File: src/design/assert_macros.svh
// ---------------------------------------------------------------------------
// Assertion macros
// Clocked concurrent checks shared by the touch sampler RTL.
// ---------------------------------------------------------------------------
`ifndef ASSERT_MACROS_SVH
`define ASSERT_MACROS_SVH

// Clocked property check, held off while reset is low.
`define TSAC_ASSERT(lbl, prop, msg) \
  lbl: assert property (@(posedge clk_i) disable iff (!rst_ni) prop) else $error(msg);

// Condition that holds at every clock edge out of reset.
`define TSAC_INVARIANT(lbl, expr, msg) \
  `TSAC_ASSERT(lbl, (expr), msg)

`endif

File: src/design/tsac_pkg.sv
// ---------------------------------------------------------------------------
// tsac_pkg
// Types, widths, register map and helpers of the touch sampler core.
// ---------------------------------------------------------------------------
package tsac_pkg;

  localparam int unsigned SAMPLE_COUNT_DEF = 8;

  localparam int unsigned COORD_W   = 12;
  localparam int unsigned COORD_MAX = 4095;
  localparam int unsigned RING_W    = 2 * COORD_W;
  localparam int unsigned COEF_W    = 24;
  localparam int unsigned FRAC_W    = 20;
  localparam int unsigned OFF_SHIFT = 8;
  localparam int unsigned PROD_W    = COEF_W + COORD_W + 1;
  localparam int unsigned ACC_W     = PROD_W + 1;

  localparam int unsigned PADDR_W   = 5;
  localparam int unsigned PDATA_W   = 32;
  localparam int unsigned REG_IDX_W = 3;

  localparam logic [REG_IDX_W-1:0] REG_CAL_MODE = 3'd0;
  localparam logic [REG_IDX_W-1:0] REG_GAIN_XX  = 3'd1;
  localparam logic [REG_IDX_W-1:0] REG_GAIN_XY  = 3'd2;
  localparam logic [REG_IDX_W-1:0] REG_OFFSET_X = 3'd3;
  localparam logic [REG_IDX_W-1:0] REG_GAIN_YX  = 3'd4;
  localparam logic [REG_IDX_W-1:0] REG_GAIN_YY  = 3'd5;
  localparam logic [REG_IDX_W-1:0] REG_OFFSET_Y = 3'd6;

  localparam logic signed [COEF_W-1:0] GAIN_XX_RST  = -24'sd979;
  localparam logic signed [COEF_W-1:0] GAIN_XY_RST  = -24'sd66777;
  localparam logic signed [COEF_W-1:0] OFFSET_X_RST = 24'sd1025401;
  localparam logic signed [COEF_W-1:0] GAIN_YX_RST  = -24'sd93300;
  localparam logic signed [COEF_W-1:0] GAIN_YY_RST  = -24'sd1238;
  localparam logic signed [COEF_W-1:0] OFFSET_Y_RST = 24'sd1460380;

  typedef enum logic [1:0] {
    PH_IDLE        = 2'd0,
    PH_PRESAMPLING = 2'd1,
    PH_TOUCHED     = 2'd2,
    PH_RELEASED    = 2'd3
  } phase_e;

  typedef enum logic [2:0] {
    ST_IDLE,
    ST_MUL,
    ST_ACC,
    ST_SUM,
    ST_STORE,
    ST_DIV_MUL,
    ST_DIV_FIX,
    ST_DONE
  } seq_e;

  // Offset in Q11.12 lifted to the Q.20 accumulator scale.
  function automatic logic signed [ACC_W-1:0] offset_ext(input logic signed [COEF_W-1:0] off);
    offset_ext = {{(ACC_W - COEF_W - OFF_SHIFT){off[COEF_W-1]}}, off, {OFF_SHIFT{1'b0}}};
  endfunction

  // Floor by 2^20, then clamp to the coordinate range.
  function automatic logic [COORD_W-1:0] sat_coord(input logic signed [ACC_W-1:0] acc);
    if (acc[ACC_W-1]) begin
      sat_coord = '0;
    end else if (|acc[ACC_W-2:FRAC_W+COORD_W]) begin
      sat_coord = COORD_W'(COORD_MAX);
    end else begin
      sat_coord = acc[FRAC_W+COORD_W-1:FRAC_W];
    end
  endfunction

endpackage

File: src/design/tsac_ram.sv
// ---------------------------------------------------------------------------
// tsac_ram
// Simple dual-port RAM: one write port, one read port with registered data.
// ---------------------------------------------------------------------------
module tsac_ram #(
  parameter int unsigned WIDTH = tsac_pkg::RING_W,
  parameter int unsigned DEPTH = tsac_pkg::SAMPLE_COUNT_DEF
) (
  input  logic                     clk_i,
  input  logic                     we_i,
  input  logic [$clog2(DEPTH)-1:0] waddr_i,
  input  logic [WIDTH-1:0]         wdata_i,
  input  logic [$clog2(DEPTH)-1:0] raddr_i,
  output logic [WIDTH-1:0]         rdata_o
);

  logic [WIDTH-1:0] mem_q [DEPTH];
  logic [WIDTH-1:0] rdata_q;

  always_ff @(posedge clk_i) begin
    if (we_i) begin
      mem_q[waddr_i] <= wdata_i;
    end
    rdata_q <= mem_q[raddr_i];
  end

  assign rdata_o = rdata_q;

endmodule

File: src/design/touch_sampler_averaging_calibrated_core.sv
// ---------------------------------------------------------------------------
// touch_sampler_averaging_calibrated_core
// Touch front end: pen phase tracking, affine calibration, ring averaging.
// ---------------------------------------------------------------------------
// Sequence: a stored sample raises its result once accepted, through
//   two multiply steps, accumulate, store, two divide steps, result load.
// Other requests (pen-down, idle poll, release) go straight to the result load.
// One request at a time, set by the read-modify-write sequencer; the result
//   load waits for a free output, and the next request is taken after it.
// Reset: phase idle, write slot 0, ring reads as zero at once (valid bits),
//   running sums and averages zero, registers at their calibration defaults.
// ---------------------------------------------------------------------------
`include "assert_macros.svh"

module touch_sampler_averaging_calibrated_core #(
  parameter int unsigned SAMPLE_COUNT = tsac_pkg::SAMPLE_COUNT_DEF
) (
  input  logic                           clk_i,
  input  logic                           rst_ni,
  // configuration port
  input  logic                           psel,
  input  logic                           penable,
  input  logic                           pwrite,
  input  logic [tsac_pkg::PADDR_W-1:0]   paddr,
  input  logic [tsac_pkg::PDATA_W-1:0]   pwdata,
  output logic [tsac_pkg::PDATA_W-1:0]   prdata,
  output logic                           pready,
  // request channel
  input  logic                           in_valid_i,
  output logic                           in_ready_o,
  input  logic                           opcode_i,
  input  logic [tsac_pkg::COORD_W-1:0]   raw_x_i,
  input  logic [tsac_pkg::COORD_W-1:0]   raw_y_i,
  input  logic                           pen_up_i,
  // result channel
  output logic                           out_valid_o,
  input  logic                           out_ready_i,
  output logic [1:0]                     touch_state_o,
  output logic                           touched_o,
  output logic [tsac_pkg::COORD_W-1:0]   avg_x_o,
  output logic [tsac_pkg::COORD_W-1:0]   avg_y_o
);

  localparam int unsigned COORD_W = tsac_pkg::COORD_W;
  localparam int unsigned SLOT_W  = $clog2(SAMPLE_COUNT);
  localparam int unsigned SUM_W   = $clog2(SAMPLE_COUNT * (tsac_pkg::COORD_MAX + 1));
  localparam int unsigned DPROD_W = 2 * SUM_W;

  localparam logic [SLOT_W-1:0] LAST_SLOT = SLOT_W'(SAMPLE_COUNT - 1);
  localparam logic [SUM_W-1:0]  N_SUM     = SUM_W'(SAMPLE_COUNT);
  localparam logic [SUM_W-1:0]  SUM_MAX   = SUM_W'(SAMPLE_COUNT * tsac_pkg::COORD_MAX);
  // floor(2^SUM_W / N): the quotient estimate is at most one below the true one
  localparam logic [SUM_W-1:0]  RECIP     = SUM_W'((1 << SUM_W) / SAMPLE_COUNT);

  // ------------------------------------------------------------------------
  // Configuration registers
  // ------------------------------------------------------------------------
  logic                                cal_mode_q;
  logic signed [tsac_pkg::COEF_W-1:0]  gxx_q, gxy_q, offx_q, gyx_q, gyy_q, offy_q;
  logic [tsac_pkg::REG_IDX_W-1:0]      cfg_idx;
  logic                                cfg_we;

  assign pready  = 1'b1;
  assign cfg_idx = paddr[tsac_pkg::PADDR_W-1:2];
  assign cfg_we  = psel & penable & pwrite;

  always_ff @(posedge clk_i or negedge rst_ni) begin
    if (!rst_ni) begin
      cal_mode_q <= 1'b0;
      gxx_q      <= tsac_pkg::GAIN_XX_RST;
      gxy_q      <= tsac_pkg::GAIN_XY_RST;
      offx_q     <= tsac_pkg::OFFSET_X_RST;
      gyx_q      <= tsac_pkg::GAIN_YX_RST;
      gyy_q      <= tsac_pkg::GAIN_YY_RST;
      offy_q     <= tsac_pkg::OFFSET_Y_RST;
    end else if (cfg_we) begin
      unique case (cfg_idx)
        tsac_pkg::REG_CAL_MODE: cal_mode_q <= pwdata[0];
        tsac_pkg::REG_GAIN_XX:  gxx_q      <= pwdata[tsac_pkg::COEF_W-1:0];
        tsac_pkg::REG_GAIN_XY:  gxy_q      <= pwdata[tsac_pkg::COEF_W-1:0];
        tsac_pkg::REG_OFFSET_X: offx_q     <= pwdata[tsac_pkg::COEF_W-1:0];
        tsac_pkg::REG_GAIN_YX:  gyx_q      <= pwdata[tsac_pkg::COEF_W-1:0];
        tsac_pkg::REG_GAIN_YY:  gyy_q      <= pwdata[tsac_pkg::COEF_W-1:0];
        tsac_pkg::REG_OFFSET_Y: offy_q     <= pwdata[tsac_pkg::COEF_W-1:0];
        default: ;  // drop writes beyond the register map
      endcase
    end
  end

  // Read back: coefficients zero-extended to the bus width.
  always_comb begin
    unique case (cfg_idx)
      tsac_pkg::REG_CAL_MODE: prdata = {{(tsac_pkg::PDATA_W-1){1'b0}}, cal_mode_q};
      tsac_pkg::REG_GAIN_XX:  prdata = {8'h00, gxx_q};
      tsac_pkg::REG_GAIN_XY:  prdata = {8'h00, gxy_q};
      tsac_pkg::REG_OFFSET_X: prdata = {8'h00, offx_q};
      tsac_pkg::REG_GAIN_YX:  prdata = {8'h00, gyx_q};
      tsac_pkg::REG_GAIN_YY:  prdata = {8'h00, gyy_q};
      tsac_pkg::REG_OFFSET_Y: prdata = {8'h00, offy_q};
      default:                prdata = '0;
    endcase
  end

  // ------------------------------------------------------------------------
  // Sequencer and phase tracking
  // ------------------------------------------------------------------------
  tsac_pkg::seq_e   state_q, state_d;
  tsac_pkg::phase_e phase_q, phase_d;
  logic [SLOT_W-1:0] write_slot_q, write_slot_d;
  logic              accept, store_req, slot_last, out_load;
  logic              out_valid_q, out_valid_d;

  assign in_ready_o = (state_q == tsac_pkg::ST_IDLE);
  assign accept     = in_valid_i & in_ready_o;
  assign store_req  = opcode_i & ((phase_q == tsac_pkg::PH_PRESAMPLING) |
                                  (phase_q == tsac_pkg::PH_TOUCHED));
  assign slot_last  = (write_slot_q == LAST_SLOT);
  // Load the result register once it is free or being emptied this cycle.
  assign out_load   = (state_q == tsac_pkg::ST_DONE) & (~out_valid_q | out_ready_i);

  always_comb begin
    state_d      = state_q;
    phase_d      = phase_q;
    write_slot_d = write_slot_q;
    out_valid_d  = out_valid_q;

    if (out_valid_q && out_ready_i) begin
      out_valid_d = 1'b0;
    end

    unique case (state_q)
      tsac_pkg::ST_IDLE: begin
        if (accept) begin
          state_d = store_req ? tsac_pkg::ST_MUL : tsac_pkg::ST_DONE;
          if (!opcode_i) begin
            // pen-down: restart presampling, keep the ring and the slot
            phase_d = tsac_pkg::PH_PRESAMPLING;
          end else begin
            unique case (phase_q)
              tsac_pkg::PH_PRESAMPLING: begin
                write_slot_d = slot_last ? '0 : write_slot_q + 1'b1;
                if (slot_last) begin
                  phase_d = tsac_pkg::PH_TOUCHED;
                end
                if (pen_up_i) begin
                  phase_d = tsac_pkg::PH_RELEASED;
                end
              end
              tsac_pkg::PH_TOUCHED: begin
                write_slot_d = slot_last ? '0 : write_slot_q + 1'b1;
                if (pen_up_i) begin
                  phase_d = tsac_pkg::PH_RELEASED;
                end
              end
              tsac_pkg::PH_RELEASED: begin
                phase_d      = tsac_pkg::PH_IDLE;
                write_slot_d = '0;
              end
              tsac_pkg::PH_IDLE: ;  // poll while idle: nothing moves
            endcase
          end
        end
      end
      tsac_pkg::ST_MUL:     state_d = tsac_pkg::ST_ACC;
      tsac_pkg::ST_ACC:     state_d = tsac_pkg::ST_SUM;
      tsac_pkg::ST_SUM:     state_d = tsac_pkg::ST_STORE;
      tsac_pkg::ST_STORE:   state_d = tsac_pkg::ST_DIV_MUL;
      tsac_pkg::ST_DIV_MUL: state_d = tsac_pkg::ST_DIV_FIX;
      tsac_pkg::ST_DIV_FIX: state_d = tsac_pkg::ST_DONE;
      tsac_pkg::ST_DONE: begin
        if (out_load) begin
          out_valid_d = 1'b1;
          state_d     = tsac_pkg::ST_IDLE;
        end
      end
    endcase
  end

  always_ff @(posedge clk_i or negedge rst_ni) begin
    if (!rst_ni) begin
      state_q      <= tsac_pkg::ST_IDLE;
      phase_q      <= tsac_pkg::PH_IDLE;
      write_slot_q <= '0;
      out_valid_q  <= 1'b0;
    end else begin
      state_q      <= state_d;
      phase_q      <= phase_d;
      write_slot_q <= write_slot_d;
      out_valid_q  <= out_valid_d;
    end
  end

  // ------------------------------------------------------------------------
  // Ring RAM: read the old entry at acceptance, write the new one in STORE
  // ------------------------------------------------------------------------
  logic [SLOT_W-1:0]           st_slot_q;
  logic [COORD_W-1:0]          rx_q, ry_q;
  logic [tsac_pkg::RING_W-1:0] ram_rdata, ram_wdata;
  logic                        ram_we;
  logic [SAMPLE_COUNT-1:0]     valid_q;
  logic [COORD_W-1:0]          old_x_q, old_y_q, new_x, new_y;

  assign ram_we    = (state_q == tsac_pkg::ST_STORE);
  assign ram_wdata = {new_x, new_y};

  // Only one request is in flight, so the write always lands before the
  // next read of the same slot: no forwarding path is needed.
  tsac_ram #(
    .WIDTH (tsac_pkg::RING_W),
    .DEPTH (SAMPLE_COUNT)
  ) u_ring (
    .clk_i   (clk_i),
    .we_i    (ram_we),
    .waddr_i (st_slot_q),
    .wdata_i (ram_wdata),
    .raddr_i (write_slot_q),
    .rdata_o (ram_rdata)
  );

  // Entries never written since reset read as zero.
  always_ff @(posedge clk_i or negedge rst_ni) begin
    if (!rst_ni) begin
      valid_q <= '0;
    end else if (ram_we) begin
      valid_q[st_slot_q] <= 1'b1;
    end
  end

  // ------------------------------------------------------------------------
  // Affine datapath, one multiplier per lane and step
  // ------------------------------------------------------------------------
  logic signed [tsac_pkg::PROD_W-1:0] px1_d, py1_d, px2_d, py2_d;
  logic signed [tsac_pkg::PROD_W-1:0] px1_q, py1_q, px2_q, py2_q;
  logic signed [tsac_pkg::ACC_W-1:0]  accx_q, accy_q;

  assign px1_d = gxx_q * $signed({1'b0, rx_q});
  assign py1_d = gyx_q * $signed({1'b0, rx_q});
  assign px2_d = gxy_q * $signed({1'b0, ry_q});
  assign py2_d = gyy_q * $signed({1'b0, ry_q});

  assign new_x = cal_mode_q ? rx_q : tsac_pkg::sat_coord(accx_q);
  assign new_y = cal_mode_q ? ry_q : tsac_pkg::sat_coord(accy_q);

  always_ff @(posedge clk_i) begin
    if (accept) begin
      rx_q      <= raw_x_i;
      ry_q      <= raw_y_i;
      st_slot_q <= write_slot_q;
    end
    unique case (state_q)
      tsac_pkg::ST_MUL: begin
        px1_q   <= px1_d;
        py1_q   <= py1_d;
        old_x_q <= valid_q[st_slot_q] ? ram_rdata[tsac_pkg::RING_W-1:COORD_W] : '0;
        old_y_q <= valid_q[st_slot_q] ? ram_rdata[COORD_W-1:0] : '0;
      end
      tsac_pkg::ST_ACC: begin
        px2_q  <= px2_d;
        py2_q  <= py2_d;
        accx_q <= tsac_pkg::ACC_W'(px1_q) + tsac_pkg::offset_ext(offx_q);
        accy_q <= tsac_pkg::ACC_W'(py1_q) + tsac_pkg::offset_ext(offy_q);
      end
      tsac_pkg::ST_SUM: begin
        accx_q <= accx_q + tsac_pkg::ACC_W'(px2_q);
        accy_q <= accy_q + tsac_pkg::ACC_W'(py2_q);
      end
      default: ;
    endcase
  end

  // ------------------------------------------------------------------------
  // Running sums and averages
  // ------------------------------------------------------------------------
  logic [SUM_W-1:0]   sum_x_q, sum_y_q, sum_x_d, sum_y_d;
  logic [DPROD_W-1:0] dprod_x_q, dprod_y_q;
  logic [COORD_W-1:0] q0_x, q0_y, avg_x_q, avg_y_q, avg_x_d, avg_y_d;
  logic [SUM_W-1:0]   rem_x, rem_y;

  // Swap the old entry out of the sum and the new one in.
  assign sum_x_d = sum_x_q + SUM_W'(new_x) - SUM_W'(old_x_q);
  assign sum_y_d = sum_y_q + SUM_W'(new_y) - SUM_W'(old_y_q);

  // Divide by the ring depth: reciprocal estimate, then one correction step.
  assign q0_x    = dprod_x_q[SUM_W +: COORD_W];
  assign q0_y    = dprod_y_q[SUM_W +: COORD_W];
  assign rem_x   = sum_x_q - SUM_W'(SUM_W'(q0_x) * N_SUM);
  assign rem_y   = sum_y_q - SUM_W'(SUM_W'(q0_y) * N_SUM);
  assign avg_x_d = q0_x + COORD_W'(rem_x >= N_SUM);
  assign avg_y_d = q0_y + COORD_W'(rem_y >= N_SUM);

  always_ff @(posedge clk_i or negedge rst_ni) begin
    if (!rst_ni) begin
      sum_x_q <= '0;
      sum_y_q <= '0;
      avg_x_q <= '0;
      avg_y_q <= '0;
    end else begin
      if (state_q == tsac_pkg::ST_STORE) begin
        sum_x_q <= sum_x_d;
        sum_y_q <= sum_y_d;
      end
      if (state_q == tsac_pkg::ST_DIV_FIX) begin
        avg_x_q <= avg_x_d;
        avg_y_q <= avg_y_d;
      end
    end
  end

  always_ff @(posedge clk_i) begin
    if (state_q == tsac_pkg::ST_DIV_MUL) begin
      dprod_x_q <= DPROD_W'(sum_x_q) * DPROD_W'(RECIP);
      dprod_y_q <= DPROD_W'(sum_y_q) * DPROD_W'(RECIP);
    end
  end

  // ------------------------------------------------------------------------
  // Result register
  // ------------------------------------------------------------------------
  tsac_pkg::phase_e   res_state_q;
  logic [COORD_W-1:0] res_x_q, res_y_q;

  always_ff @(posedge clk_i) begin
    if (out_load) begin
      res_state_q <= phase_q;
      res_x_q     <= avg_x_q;
      res_y_q     <= avg_y_q;
    end
  end

  assign out_valid_o   = out_valid_q;
  assign touch_state_o = res_state_q;
  assign touched_o     = (res_state_q == tsac_pkg::PH_TOUCHED);
  assign avg_x_o       = res_x_q;
  assign avg_y_o       = res_y_q;

  // ------------------------------------------------------------------------
  // Assertions
  // ------------------------------------------------------------------------
  `TSAC_ASSERT(a_store_starts_rmw, accept && store_req |=> state_q == tsac_pkg::ST_MUL, "no RMW")
  `TSAC_INVARIANT(a_slot_in_range, write_slot_q <= LAST_SLOT, "write slot beyond ring depth")
  `TSAC_INVARIANT(a_sums_bounded, sum_x_q <= SUM_MAX && sum_y_q <= SUM_MAX, "sum out of range")
  `TSAC_ASSERT(a_result_held, out_valid_q && !out_ready_i |=> out_valid_q && $stable(res_x_q), "lost")

endmodule
File: config.mk
export PLATFORM = sky130hd
export DESIGN_NAME = touch_sampler_averaging_calibrated_core
export DESIGN_NICKNAME = d
export VERILOG_FILES = /design/src/design/tsac_pkg.sv /design/src/design/tsac_ram.sv /design/src/design/touch_sampler_averaging_calibrated_core.sv
export VERILOG_INCLUDE_DIRS = /design/src /design/src/design
export SDC_FILE = /design/constraint.sdc
export NUM_CORES = 2
export LEC_CHECK = 0
export BUFFER_PORTS_ARGS = -buffer_cell sky130_fd_sc_hd__buf_2
export CAP_MARGIN = 20
export CORE_AREA = 2 2 458 460
export DETAILED_ROUTE_END_ITERATION = 16
export DIE_AREA = 0 0 460 462
export GPL_TIMING_DRIVEN = 0
export SYNTH_ARGS = -nofsm -noshare
export SYNTH_HDL_FRONTEND = slang
export SYNTH_SLANG_ARGS = --single-unit
File: constraint.sdc
create_clock -name clk_i -period 10 [get_ports clk_i]
set_input_delay 1.5 -clock clk_i [delete_from_list [all_inputs] [get_ports clk_i]]
set_output_delay 1.5 -clock clk_i [all_outputs]
set_load 0.02 [all_outputs]
==> run_results.csv <==
group,metric,value,unit
place,dpl_worst_slack,2018,ps
critical_path,cp-startpoint,"ry_q[6]",
clock_tree,clock_latency,740,ps
clock_tree,cts_setup_buffers,0,
floorplan,pin_count,132,
floorplan,die_x,460,µm
synth,ys.flop_type,"edfxtp_1",
flow_run,maxCapViolations,0,
synth,synth_top_area_share,27.06,%
synth,ys_seq_area_share,27.40,%
place,place_area,0.08323,mm²
sta,maxSlewViolCount,0,
detailed_routing,vias,55410,
global_route,grt.total_usage,22.66,%
status,status,"finished, final reports clean",
final_layout,layout_commonest_cell,"inv_1",
critical_path,critical_path_required,10450,ps
critical_path,cp_max_fo,10,
detailed_routing,drtIter0Drc,4037,
detailed_routing,drc_errors,0,
global_route,grt_first_pass_wirelength,360700,µm
place,place_hpwl,195300,µm
synth,yosysUniqueCellTypes,96,
global_route,grt-ovfl-total,0,
synth,synth_cells,7761,
clock_tree,clk_pin_slew_worst_paths,60,ps
final_layout,nNetsFinal,9672,
clock_tree,root_buffer,"clkbuf_16",
floorplan,die_area,0.2125,mm²
synth,synth.largest_area_cell,"fa_1",
sta,rsz0062_at_grt,"no",
synth,synth_area,0.07856,mm²
min_path,hold_path.class,"flop to flop",
global_route,grt_pass1_vias,57510,
global_route,antenna_found_initial,20,
synth,synthArstFlopShare,28.53,%
sta,fin_skew,52.16,ps
clock_tree,cts.repair.resized,0,
final_layout,syn2layout_area_growth,9.497,%
sta,max_slew_margin,15.23,%
min_path,whs_path_depth,0,
critical_path,r2r-start,"ry_q[6]",
floorplan,die_h,462,µm
floorplan,start_util,37.75,%
critical_path,worstPathArrival,8430,ps
synth,synth_enable_flop_cells,517,
clock_tree,htree_levels,3,
synth,yosysWarnings,0,
synth,synth-seq-cells,757,
critical_path,ff2ff_path_depth,23,
sta,fmax,125.4,MHz
sta,finalWorstSetupSlack,2023,ps
final_layout,final_cell_mix,"inv_1 (1587), fa_1 (1062), nand2_1 (784)",
clock_tree,cts_hold_repair.buffers,0,
clock_tree,cts_tree,"built",
min_path,hold_path.startpoint,"avg_y_q[4]",
sta,tightest_slew,1272,ps
final_layout,drive_above_1_share,8.510,%
synth,synth_area_per_cell,10.12,µm²
global_route,grt_max_degree,128,
place,place.port_buffers,111,
detailed_routing,ant_nets,0,
synth,synth_area_leaders,"fa_1 (27%), edfxtp_1 (20%), ha_1 (8.4%), inv_1 (7.6%), and2_1 (4.7%)",
sta,finalSetupTns,0,ps
sta,finalHoldViolations,0,
final_layout,num-fill-cells,20270,
place,place_congestion,0.9735,
sta,setup-violations-final,0,
detailed_routing,post_drt_wl_per_cell,22.03,µm
sta,period_share,79.77,%
detailed_routing,routed_wl,238200,µm
critical_path,startpoint_type,"flop",
floorplan,num_rows,168,
floorplan,core,0.2081,mm²
detailed_routing,drt-pass1-iter-count,6,
sta,hold_slack,437.1,ps
clock_tree,numCtsBuffers,83,
clock_tree,cts.sinks,757,
critical_path,endpoint_kind,"flop",
detailed_routing,post_drt_via_cell_ratio,5.125,
clock_tree,cts.path.max_buffers,3,
sta,period_needed,7977,ps
final_layout,finalInstanceArea,0.08603,mm²
critical_path,crit_type,"flop to flop",
## per-stage QoR
stage	cells	utilization, %
floorplan	7768	-
global placement	10600	39.67
detailed placement	10650	40.00
CTS	10800	41.32
global route	10810	41.33
finish	10810	41.34
## Yosys cell counts, types with 36 or more instances
cell type / count
a21oi_1: 302
nor2b_1: 62
edfxtp_1: 517
o21bai_1: 40
inv_1: 1588
a22oi_1: 72
xor2_1: 99
o21ai_0: 216
nand3_1: 97
xnor2_1: 207
fa_1: 1062
clkbuf_1: 313
nor2_1: 200
a21o_1: 140
ha_1: 526
mux4_2: 50
mux2_2: 172
nor3_1: 61
o21a_1: 36
dfrtp_1: 126
nand2_1: 784
and2_1: 589
nand2b_1: 40
dfstp_2: 90
## per-layer routing
metal / part of all wire, % / vias up / global-route usage (%)
met4: 5.8 / 2 / 11.38
met3: 5.6 / 446 / 2.638
met2: 46 / 1788 / 36.23
li1: - / 25140 / -
met1: 43 / 28040 / 30.49
met5: 0.0067 / - / 0
## worst paths after layout
| check | endpoint | slack, ps |
|---|---|---|
| setup / recovery | py2_q[33] | 2020 |
| hold / removal | avg_y_o[4] | 440 |
| setup reg to reg | py2_q[33] | 2020 |
| hold reg to reg | avg_y_o[4] | 440 |
| max in group asynchronous | offx_q[14] | 7930 |
| min in group asynchronous | avg_x_q[2] | 790 |
## flip-flops by register name, summed over array words and instances (netlist names), 15 cells and up
| register | flops |
|---|---|
| u_ring.mem_q | 192 |
| accx_q | 38 |
| accy_q | 38 |
| px1_q | 37 |
| px2_q | 37 |
| py1_q | 37 |
| py2_q | 37 |
| gxx_q | 24 |
| gxy_q | 24 |
| gyx_q | 24 |
| gyy_q | 24 |
| offx_q | 24 |
| offy_q | 24 |
| u_ring.rdata_o | 24 |
| sum_x_q | 15 |
| sum_y_q | 15 |
## area by class of cell
| class | instances | area, µm² | share of cell area [%] |
|---|---|---|---|
| flip-flops and latches | 757 | 21520 | 25.02 |
| plain buffers | 337 | 1305 | 1.517 |
| diodes | 7 | 17.52 | 0.02036 |
| inverters | 1588 | 5961 | 6.929 |
| repair buffers | 161 | 1175 | 1.366 |
| clock buffers | 111 | 2255 | 2.621 |
| well taps | 2720 | 3403 | 3.956 |
| clock inverters | 45 | 508.0 | 0.5905 |
| multi-input cells | 5086 | 49880 | 57.98 |
## logic make-up after synthesis
logic type | after synthesis | share of synthesized area (%)
and+or+nand+nor | 1940 | 12.13
buffers and inverters | 1925 | 9.248
adders and majority gates | 1588 | 35.44
AOI/OAI and AO/OA | 1013 | 8.364
DFF | 757 | 27.40
xor gates and xnor gates | 306 | 3.411
muxes | 230 | 4.001
other | 2 | 0.009559
## critical path, stage by stage (launching register included)
cell and delay (ps):
edfxtp_1 430, clkbuf_1 910, clkbuf_1 830, nand2_1 170, fa_1 470, fa_1 520, fa_1 540, inv_1 50
fa_1 480, inv_1 60, fa_1 560, inv_1 70, ha_1 340, and3_1 240, and3_1 190, a211oi_2 270
a21oi_1 200, a31oi_1 350, o21bai_1 120, a21oi_2 220, o21ai_1 190, a31oi_1 250, nand2b_1 90, xor2_1 170
Power is not shown: default switching activity piles up to over one toggle a cycle in this logic, so the estimate is an artifact.
